$ cat src/sv/pbsd_pkg.sv
`default_nettype none

package pbsd_pkg;

    // Field widths
    localparam int LevelW = 12;
    localparam int TickW  = 16;
    localparam int PhaseW = 2;

    // APB register map
    localparam int AddrW = 5;
    localparam int DataW = 32;
    localparam int IdxW  = 3;

    localparam logic [IdxW-1:0] REG_PRESS_THRESHOLD = 3'd0;
    localparam logic [IdxW-1:0] REG_RELEASE_WINDOW  = 3'd1;
    localparam logic [IdxW-1:0] REG_HOLD_TIME       = 3'd2;
    localparam logic [IdxW-1:0] REG_ESTOP_LIMIT     = 3'd3;
    localparam logic [IdxW-1:0] REG_FAULT_HOLD_TIME = 3'd4;
    localparam logic [IdxW-1:0] REG_BUTTON_MODE     = 3'd5;

    // Register reset values
    localparam logic [LevelW-1:0] RstPressThreshold = 12'd2000;
    localparam logic [TickW-1:0]  RstReleaseWindow  = 16'd1000;
    localparam logic [TickW-1:0]  RstHoldTime       = 16'd2000;
    localparam logic [TickW-1:0]  RstEstopLimit     = 16'd10;
    localparam logic [TickW-1:0]  RstFaultHoldTime  = 16'd3000;

    // Reported phase codes
    localparam logic [PhaseW-1:0] PH_CODE_IDLE     = 2'd0;
    localparam logic [PhaseW-1:0] PH_CODE_FIRST    = 2'd1;
    localparam logic [PhaseW-1:0] PH_CODE_RELEASED = 2'd2;
    localparam logic [PhaseW-1:0] PH_CODE_SECOND   = 2'd3;

    // Sequencer state, one-hot
    typedef enum logic [3:0] {
        ST_IDLE     = 4'b0001,
        ST_FIRST    = 4'b0010,
        ST_RELEASED = 4'b0100,
        ST_SECOND   = 4'b1000
    } t_phase;

    typedef struct packed {
        logic [LevelW-1:0] switch_level;
        logic [TickW-1:0]  tick_now;
    } t_in_beat;

    typedef struct packed {
        logic              shutdown_request;
        logic              fault_reset;
        logic [PhaseW-1:0] sequence_phase;
    } t_out_beat;

endpackage

`default_nettype wire

$ cat src/sv/power_button_sequence_detector_top.sv
`default_nettype none

// Channel   Direction  Handshake                 Payload
// in        input      i_in_valid / o_in_ready   i_in_data  (pbsd_pkg::t_in_beat)
// out       output     o_out_valid / i_out_ready o_out_data (pbsd_pkg::t_out_beat)
// cfg       input      psel/penable/pwrite/pready paddr, pwdata, prdata
//
// One beat per cycle sustained while the output is not stalled; a beat passes
// through the input register, then the result register holding updated state.
// Sequencer state updates when a beat moves from the input register into the
// result register. Reset (synchronous, active low) clears valid flags and
// detector state and restores register defaults. A stalled output holds both
// stages; the input side keeps accepting while either stage has room.

module power_button_sequence_detector_top (
    input  wire                            i_clk,
    input  wire                            i_rst_n,
    input  wire                            i_in_valid,
    output logic                           o_in_ready,
    input  pbsd_pkg::t_in_beat             i_in_data,
    output logic                           o_out_valid,
    input  wire                            i_out_ready,
    output pbsd_pkg::t_out_beat            o_out_data,
    input  wire                            psel,
    input  wire                            penable,
    input  wire                            pwrite,
    input  wire  [pbsd_pkg::AddrW-1:0]     paddr,
    input  wire  [pbsd_pkg::DataW-1:0]     pwdata,
    output logic [pbsd_pkg::DataW-1:0]     prdata,
    output logic                           pready
);

    // Configuration registers
    logic [pbsd_pkg::LevelW-1:0] r_press_threshold;
    logic [pbsd_pkg::TickW-1:0]  r_release_window;
    logic [pbsd_pkg::TickW-1:0]  r_hold_time;
    logic [pbsd_pkg::TickW-1:0]  r_estop_limit;
    logic [pbsd_pkg::TickW-1:0]  r_fault_hold_time;
    logic                        r_button_mode;

    // Pipeline registers
    logic                 r_in_valid;
    pbsd_pkg::t_in_beat   r_in_beat;
    logic                 r_out_valid;
    pbsd_pkg::t_out_beat  r_out_beat;

    // Detector state
    pbsd_pkg::t_phase            r_phase, n_phase;
    logic [pbsd_pkg::TickW-1:0]  r_phase_start, n_phase_start;
    logic [pbsd_pkg::TickW-1:0]  r_fault_start, n_fault_start;
    logic                        r_shutdown, n_shutdown;

    logic                        out_room;
    logic                        advance;
    logic                        pressed;
    logic [pbsd_pkg::TickW-1:0]  phase_dt;
    logic [pbsd_pkg::TickW-1:0]  fault_dt;
    logic                        n_fault;
    logic [pbsd_pkg::PhaseW-1:0] n_phase_code;
    logic                        cfg_write;
    logic [pbsd_pkg::IdxW-1:0]   cfg_idx;

    // Handshake: result register frees when taken, input register when moved on
    assign out_room    = !r_out_valid || i_out_ready;
    assign advance     = r_in_valid && out_room;
    assign o_in_ready  = !r_in_valid || out_room;
    assign o_out_valid = r_out_valid;
    assign o_out_data  = r_out_beat;

    // APB decode
    assign pready    = 1'b1;
    assign cfg_idx   = paddr[pbsd_pkg::AddrW-1:2];
    assign cfg_write = psel && penable && pwrite && pready;

    // Read back
    always_comb begin
        prdata = '0;
        unique case (cfg_idx)
            pbsd_pkg::REG_PRESS_THRESHOLD:
                prdata = {{(pbsd_pkg::DataW-pbsd_pkg::LevelW){1'b0}}, r_press_threshold};
            pbsd_pkg::REG_RELEASE_WINDOW:
                prdata = {{(pbsd_pkg::DataW-pbsd_pkg::TickW){1'b0}}, r_release_window};
            pbsd_pkg::REG_HOLD_TIME:
                prdata = {{(pbsd_pkg::DataW-pbsd_pkg::TickW){1'b0}}, r_hold_time};
            pbsd_pkg::REG_ESTOP_LIMIT:
                prdata = {{(pbsd_pkg::DataW-pbsd_pkg::TickW){1'b0}}, r_estop_limit};
            pbsd_pkg::REG_FAULT_HOLD_TIME:
                prdata = {{(pbsd_pkg::DataW-pbsd_pkg::TickW){1'b0}}, r_fault_hold_time};
            pbsd_pkg::REG_BUTTON_MODE:
                prdata = {{(pbsd_pkg::DataW-1){1'b0}}, r_button_mode};
            default: prdata = '0;
        endcase
    end

    // Write configuration
    always_ff @(posedge i_clk) begin
        if (!i_rst_n) begin
            r_press_threshold <= pbsd_pkg::RstPressThreshold;
            r_release_window  <= pbsd_pkg::RstReleaseWindow;
            r_hold_time       <= pbsd_pkg::RstHoldTime;
            r_estop_limit     <= pbsd_pkg::RstEstopLimit;
            r_fault_hold_time <= pbsd_pkg::RstFaultHoldTime;
            r_button_mode     <= 1'b0;
        end else if (cfg_write) begin
            unique case (cfg_idx)
                pbsd_pkg::REG_PRESS_THRESHOLD:
                    r_press_threshold <= pwdata[pbsd_pkg::LevelW-1:0];
                pbsd_pkg::REG_RELEASE_WINDOW:
                    r_release_window <= pwdata[pbsd_pkg::TickW-1:0];
                pbsd_pkg::REG_HOLD_TIME:
                    r_hold_time <= pwdata[pbsd_pkg::TickW-1:0];
                pbsd_pkg::REG_ESTOP_LIMIT:
                    r_estop_limit <= pwdata[pbsd_pkg::TickW-1:0];
                pbsd_pkg::REG_FAULT_HOLD_TIME:
                    r_fault_hold_time <= pwdata[pbsd_pkg::TickW-1:0];
                pbsd_pkg::REG_BUTTON_MODE:
                    r_button_mode <= pwdata[0];
                default: ;
            endcase
        end
    end

    // Elapsed times wrap modulo the tick width
    assign pressed  = r_in_beat.switch_level >= r_press_threshold;
    assign phase_dt = r_in_beat.tick_now - r_phase_start;
    assign fault_dt = r_in_beat.tick_now - r_fault_start;

    // Next detector state for the beat in the input register
    always_comb begin
        n_phase       = r_phase;
        n_phase_start = r_phase_start;
        n_shutdown    = r_shutdown;
        if (!r_shutdown) begin
            if (!r_button_mode) begin
                unique case (r_phase)
                    pbsd_pkg::ST_IDLE: begin
                        if (pressed) begin
                            n_phase       = pbsd_pkg::ST_FIRST;
                            n_phase_start = r_in_beat.tick_now;
                        end
                    end
                    pbsd_pkg::ST_FIRST: begin
                        if (phase_dt > r_release_window) begin
                            n_phase = pbsd_pkg::ST_IDLE;
                        end else if (!pressed) begin
                            n_phase       = pbsd_pkg::ST_RELEASED;
                            n_phase_start = r_in_beat.tick_now;
                        end
                    end
                    pbsd_pkg::ST_RELEASED: begin
                        if (phase_dt > r_release_window) begin
                            n_phase = pbsd_pkg::ST_IDLE;
                        end else if (pressed) begin
                            n_phase       = pbsd_pkg::ST_SECOND;
                            n_phase_start = r_in_beat.tick_now;
                        end
                    end
                    pbsd_pkg::ST_SECOND: begin
                        if (!pressed) begin
                            n_phase = pbsd_pkg::ST_IDLE;
                        end else if (phase_dt > r_hold_time) begin
                            n_shutdown = 1'b1;
                        end
                    end
                    default: n_phase = pbsd_pkg::ST_IDLE;
                endcase
            end else begin
                // E-stop: track the press, trip on a long release
                if (pressed) begin
                    n_phase_start = r_in_beat.tick_now;
                end else if (phase_dt > r_estop_limit) begin
                    n_shutdown = 1'b1;
                end
            end
        end
    end

    // Fault reset runs regardless of the latch
    always_comb begin
        n_fault       = 1'b0;
        n_fault_start = r_fault_start;
        if (pressed) begin
            n_fault = fault_dt > r_fault_hold_time;
        end else begin
            n_fault_start = r_in_beat.tick_now;
        end
    end

    // Map one-hot state to the reported code
    always_comb begin
        unique case (n_phase)
            pbsd_pkg::ST_IDLE:     n_phase_code = pbsd_pkg::PH_CODE_IDLE;
            pbsd_pkg::ST_FIRST:    n_phase_code = pbsd_pkg::PH_CODE_FIRST;
            pbsd_pkg::ST_RELEASED: n_phase_code = pbsd_pkg::PH_CODE_RELEASED;
            pbsd_pkg::ST_SECOND:   n_phase_code = pbsd_pkg::PH_CODE_SECOND;
            default:               n_phase_code = pbsd_pkg::PH_CODE_IDLE;
        endcase
    end

    // Input register: load on accept, drop when moved on
    always_ff @(posedge i_clk) begin
        if (!i_rst_n) begin
            r_in_valid <= 1'b0;
        end else if (o_in_ready) begin
            r_in_valid <= i_in_valid;
        end
    end

    always_ff @(posedge i_clk) begin
        if (i_in_valid && o_in_ready) begin
            r_in_beat <= i_in_data;
        end
    end

    // Result register and state: advance together
    always_ff @(posedge i_clk) begin
        if (!i_rst_n) begin
            r_out_valid   <= 1'b0;
            r_phase       <= pbsd_pkg::ST_IDLE;
            r_phase_start <= '0;
            r_fault_start <= '0;
            r_shutdown    <= 1'b0;
        end else begin
            if (out_room) begin
                r_out_valid <= r_in_valid;
            end
            if (advance) begin
                r_phase       <= n_phase;
                r_phase_start <= n_phase_start;
                r_fault_start <= n_fault_start;
                r_shutdown    <= n_shutdown;
            end
        end
    end

    always_ff @(posedge i_clk) begin
        if (advance) begin
            r_out_beat.shutdown_request <= n_shutdown;
            r_out_beat.fault_reset      <= n_fault;
            r_out_beat.sequence_phase   <= n_phase_code;
        end
    end

endmodule

`default_nettype wire
$ cat config.mk
export PLATFORM = sky130hd
export DESIGN_NAME = power_button_sequence_detector_top
export DESIGN_NICKNAME = d
export VERILOG_FILES = /design/src/sv/pbsd_pkg.sv /design/src/sv/power_button_sequence_detector_top.sv
export SDC_FILE = /design/constraint.sdc
export NUM_CORES = 1
export LEC_CHECK = 0
export ABC_AREA = 1
export BUFFER_PORTS_ARGS = -buffer_cell sky130_fd_sc_hd__buf_2
export CORE_MARGIN = 5
export CORE_UTILIZATION = 45
export DETAILED_ROUTE_END_ITERATION = 8
export HOLD_SLACK_MARGIN = 0.03
export PLACE_DENSITY_LB_ADDON = 0.25
export SLEW_MARGIN = 5
export SYNTH_ARGS = -nofsm -noshare
export SYNTH_HDL_FRONTEND = slang
export SYNTH_SLANG_ARGS = --single-unit
$ cat constraint.sdc
create_clock -name i_clk -period 10.3 [get_ports i_clk]
set_input_delay 1.03 -clock i_clk [delete_from_list [all_inputs] [get_ports i_clk]]
set_output_delay 1.03 -clock i_clk [all_outputs]
set_load 0.01 [all_outputs]
# After elaboration in Yosys (flattened, before gate mapping)
# Cells that the tools add are included.
[totals]
regBits = 148
input_bits = 72
out_inout_bits = 39
[op_classes]
addsub = 2
magnitude_cmp = 5
eq_ne = 15
muxes = 24
bitwise = 2
reduce_logical = 18
[ops]
columns = ["operator", "n"]
rows = [
  ["case mux 16 bit (6 select lines)", 1],
  ["two-way mux 16 bit", 5],
  ["> comparator 16 bit", 4],
  ["case mux 16 bit (3 select lines)", 1],
  ["two-way mux 4 bit", 8],
  ["subtractor 16 bit", 2],
  ["case mux 4 bit (4 select lines)", 1],
  ["AND reduction 2 bit", 7],
  [">= comparator 12 bit", 1],
  ["!= test 3 bit, second input constant", 3],
  ["equality test 4 x 2 -> 1 bit, second input constant", 2],
  ["equality test 4 x 3 -> 1 bit, second input constant", 2],
  ["equality test 4 bit, second input constant", 2],
  ["two-way mux 1 bit", 7],
  ["equality test 3 x 2 -> 1 bit, second input constant", 2],
  ["equality test 3 bit, second input constant", 2],
  ["case mux 2 bit (3 select lines)", 1],
  ["AND reduction 6 bit", 1],
  ["equality test 4 x 1 -> 1 bit, second input constant", 1],
  ["logical AND 1 bit", 4],
  ["nonzero test 4 bit", 1],
  ["equality test 3 x 1 -> 1 bit, second input constant", 1],
  ["logical NOT 3 bit", 1],
  ["logical NOT 1 bit", 2],
  ["2 further kinds", 4],
]

# Logic depth before layout (Yosys ltp)
[depth]
ltp_word = 8
mapped_depth = 25

# Worst setup path after synthesis
# OpenSTA, ideal clock, no wires.
[synth_path]
path_kind = "register -> register"
startpoint = "reg r_in_beat[0] (netlist name)"
endpoint = "reg r_out_beat, in the netlist o_out_data[1], data pin"
arrival_time_ps = 3007
path_slack_ps = 7040
path_stages_with_launch = 21
period_less_slack_ps = 3260
path_cell_list = "edfxtp_1 -> inv_1 -> ha_1 -> fa_1 -> o21ai_1 -> a31oi_1 -> o21ai_1 -> a21boi_0 -> xnor2_1 -> ha_1 -> nand4_1 -> nor3_1 -> nand3_1 -> nand2_1 -> nand2_1 -> nand2_1 -> nand2_1 -> nand2_1 -> nor2_1 -> nand2_1 -> nand2_1"
[synth_via]
elab_chain_cells = 8
word_cells_on_any_way = 11
[synth_lines]
columns = ["element", "line_no", "rtl"]
rows = [
  ["from (decl)", "power_button_sequence_detector_top.sv:43", "pbsd_pkg::t_in_beat r_in_beat;"],
  ["from (signal assigned)", "power_button_sequence_detector_top.sv:211", "r_in_beat <= i_in_data;"],
  ["subtractor 16 bit (*)", "power_button_sequence_detector_top.sv:125", "assign phase_dt = r_in_beat.tick_now - r_phase_start;"],
  ["> comparator 16 bit (*)", "power_button_sequence_detector_top.sv:143, power_button_sequence_detector_top.sv:151", ""],
  ["two-way mux 4 bit (on tied branches)", "power_button_sequence_detector_top.sv:151, power_button_sequence_detector_top.sv:143", ""],
  ["case mux 4 bit (4 select lines) (*)", "power_button_sequence_detector_top.sv:135", "unique case (r_phase)"],
  ["two-way mux 4 bit (*)", "power_button_sequence_detector_top.sv:134", "if (!r_button_mode) begin"],
  ["two-way mux 4 bit (*)", "power_button_sequence_detector_top.sv:133", "if (!r_shutdown) begin"],
  ["equality test 4 bit (tied with other cells)", "power_button_sequence_detector_top.sv:191", "unique case (n_phase)"],
  ["case mux 2 bit (3 select lines) (*)", "power_button_sequence_detector_top.sv:191", ""],
  ["net n_phase_code (one bit)", "power_button_sequence_detector_top.sv:59", "logic [pbsd_pkg::PhaseW-1:0] n_phase_code;"],
  ["to (decl)", "power_button_sequence_detector_top.sv:45", "pbsd_pkg::t_out_beat r_out_beat;"],
]
# Mark *: on every way through the listed nets, which the timed path passes. The rest lies on a longest branch.
# A chain may end at the register's enable or synchronous reset.

# Worst setup path after layout
[layout_path]
startpoint = "reg r_in_beat[0] (netlist name)"
endpoint = "reg r_phase_start[5] (netlist name)"
[layout_via]
elab_chain_cells = 4
word_cells_on_any_way = 5
[layout_lines]
columns = ["element", "line_no", "rtl"]
rows = [
  ["subtractor 16 bit (*)", "power_button_sequence_detector_top.sv:125", ""],
  ["> comparator 16 bit (*)", "power_button_sequence_detector_top.sv:143, power_button_sequence_detector_top.sv:151", ""],
  ["!= test 3 bit (no source line)", "n/a", ""],
  ["AND reduction 6 bit (no source line) (*)", "n/a", ""],
  ["to (signal assigned)", "power_button_sequence_detector_top.sv:229", "r_phase_start <= n_phase_start;"],
  ["to (decl)", "power_button_sequence_detector_top.sv:49", "logic [pbsd_pkg::TickW-1:0] r_phase_start, n_phase_start;"],
]
# Every way passes the cells marked *; elsewhere a longest branch is shown, timed or not.

==> reports/qor.txt <==
Skew-Pair Late Insertion Delay = 430 ps
Starting DRT DRC Count = 426
CP required = 10660 ps
Main synth FF type = dfxtp_1
Via count = 7668
Number of max-cap violations = 0
Post-synth cell types = 48
DIE HEIGHT = 152.7 µm
Origin of the worst setup path = r_in_beat[0]
Core area = 20100 µm²
Initial antenna violation count = 0
Worst-margin pin slew = 964.2 ps
Post-synthesis sequential area ratio = 35.85%
Comb power frac = 21.8%
Fin crit share = 40.09%
Power Density = 157.0 nW/µm²
Synth Instances = 1171
Clk sinks = 148
Crit end category = flip-flop
CTS root buf = clkbuf_16
Commonest non-fill, non-tap cell in the layout = inv_1
Fin. max-slew vios = 0
TritonCTS Buffers = 17
Routability cong. = 0.9034
Clk pin slew, worst setup/hold paths = 60 ps
Synth area leaders = dfxtp_1 25%, ha_1 14%, edfxtp_1 10%
Synth warnings = 0
Area share of the largest cell type after synthesis = 25.36%
# IOs = 111
Setup Buffers After CTS = 0
Reg-to-reg slack, setup = 6170 ps
Worst rel slew slack = 35.72%
Arrival @ worst endpoint = 4490 ps
RSZ-0062 raised after global routing = no
Share of cells above drive strength 1 = 12.28%
DR DRC count = 0
FF-to-FF Start = r_in_beat[0]
Peak supply drop = 0.0001274 V
Die width = 152.7 µm
TritonRoute pass-1 iters = 5
Routed WL = 22600 µm
Tmin final = 4129 ps
R2r endpoint = r_phase_start[5]
Cts hold-fix bufs = 0
Switching power total = 0.0004860 W
Status = finished, final reports clean
Dpl ws = 6222 ps
Ys async rst share = 0%
Leakage = 4.707 nW
Util after Layout = 50.98%
Worst Setup EP = r_phase_start[5]
H-tree Lvls = 4
# port buffers = 75
Commonest cells after routing, fill and taps aside = 175 x inv_1, 173 x nand2_1, 162 x a21oi_1
Antenna Cells = 0
Vias in the first global route = 7109
Clock Path Buffers = 2
Reg power frac = 38.8%
CP Class = flip-flop to flip-flop
Setup violations, final = 0
Sw Share = 30.20%
Worst reg-to-reg path cell count = 17
WHS = 458.7 ps
Synthesis-to-finish area growth = 11.93%
Dpl hpwl = 17110 µm
Vias per Instance = 5.058
Syn Area/Cell = 7.820 µm²
Internal = 0.001124 W
# nets final = 1413
Post-route setup slack = 6171 ps
Clock skew after layout = 11.21 ps
Remaining antenna violation count = 0
FMAX = 242.2 MHz
Number of synthesized register bits = 148
Largest net degree at the start of global routing = 96
Final hold vios = 0
Startpoint types = flip-flop
Post-synth EDFFs = 32
Cell taking the most area after synthesis = dfxtp_1
All-layer global routing usage = 19.11%
Rows = 52
Total gr overflow = 0
Setup_tns = 0 ps
Clock Power Share = 39.4%
Filler cells = 1942
CTS tree = built
WL/cell = 14.90 µm
Worst-path fanout max = 32
First-pass GRT wire length = 36380 µm
Min-delay worst type = flip-flop to flip-flop
# resized after CTS = 0
Mapped cell area = 9158 µm²
Initial Util = 45.55%
Die area = 23300 µm²
[final cells by class]
class                   count  area [µm²]  area share [%]
clock buffers              19       432.9           4.224
clock inverters            13       157.7           1.538
inverters                 189       709.4           6.921
multi-input cells         799        4931           48.11
flip-flops and latches    148        3283           32.03
well taps                 270       337.8           3.296
repair buffers             78       397.9           3.882
[routing by layer]
metal  wire [µm]  vias to the layer above  GRT usage (%)
met5           0                        -              0
met4         439                        0          6.025
met3        1214                       31          2.783
met2        9965                      190          29.72
met1       10980                     3421          27.45
li1            -                     4026              -
[through the flow]
| step | instances | power, W | area (µm²) |
|---|---|---|---|
| global route | 1516 | 0.001702 | 10250 |
| CTS | 1516 | 0.001620 | 10250 |
| floorplan | 1186 | 0.0008924 | 9214 |
| global placement | 1484 | 0.0009750 | 9659 |
| finish | 1516 | 0.001610 | 10250 |
| detailed placement | 1484 | 0.0009839 | 9659 |
[Yosys cell counts, types with 2 or more instances]
cell type / instances
a21boi_0: 3
a21oi_1: 162
a21oi_2: 3
a31oi_1: 2
buf_2: 16
buf_4: 18
buf_6: 2
clkbuf_1: 14
conb_1: 2
dfxtp_1: 116
edfxtp_1: 32
fa_1: 2
ha_1: 106
inv_1: 175
inv_2: 14
nand2_1: 173
nand2_2: 11
nand3_1: 29
nand4_1: 11
nor2_1: 66
nor2_2: 3
nor2_4: 6
nor3_1: 3
nor3_4: 3
nor4_1: 4
o2111ai_1: 4
o211ai_1: 15
o21ai_0: 90
o21ai_1: 15
o21ai_2: 2
o21bai_1: 3
o221ai_1: 11
o22ai_1: 12
xnor2_1: 14
xor2_1: 16
[critical path: stages, from the launching register on]
cell and delay (ps):
edfxtp_1 410, inv_1 80, ha_1 250, fa_1 420, o21ai_1 340, a31oi_1 190
o21ai_1 250, a21boi_0 170, xnor2_1 410, ha_1 210, nand4_1 100, nor3_1 200
nand3_1 160, nand4_1 160, nand3_4 360, nand2_2 160, nand2_1 60, nor2_1 110
[sequential cells by signal (all words and copies together) (netlist names), 4 cells and up]
| signal | cells |
|---|---|
| o_out_data | 4 |
| r_estop_limit | 16 |
| r_fault_hold_time | 16 |
| r_fault_start | 16 |
| r_hold_time | 16 |
| r_in_beat | 28 |
| r_phase | 4 |
| r_phase_start | 16 |
| r_press_threshold | 12 |
| r_release_window | 16 |
[power by group through the flow]
stage	logic, W	registers, W	clock network (W)
finish	0.000351	0.000624	0.000634
global route	0.000404	0.000627	0.000671
CTS	0.000351	0.000625	0.000644
detailed placement	0.000346	0.000637	0
global placement	0.000338	0.000637	0
floorplan	0.000258	0.000635	0
[cells by family (layout without fill, tap and decap cells)]
group	count (synthesis)	in the layout	synth area share, %
fa+ha+maj	108	108	14.92
buf+inv	239	299	10.92
compound gates	330	330	19.99
flops	148	148	35.85
xor+xnor	30	30	2.869
other cells	2	17	0.08201
simple gates	314	314	15.37
[how the worst min path moves through the flow]
stage,start,to,cells after the start
2_1_floorplan,r_fault_start[10],r_fault_start[10],2
3_3_place_gp,r_fault_start[6],r_fault_start[6],2
3_5_place_dp,r_fault_start[5],r_fault_start[5],2
4_1_cts,r_fault_start[5],r_fault_start[5],2
5_1_grt,r_fault_start[5],r_fault_start[5],2
6_report,r_fault_start[6],r_fault_start[6],2
Power figures use the tool's default switching activity.
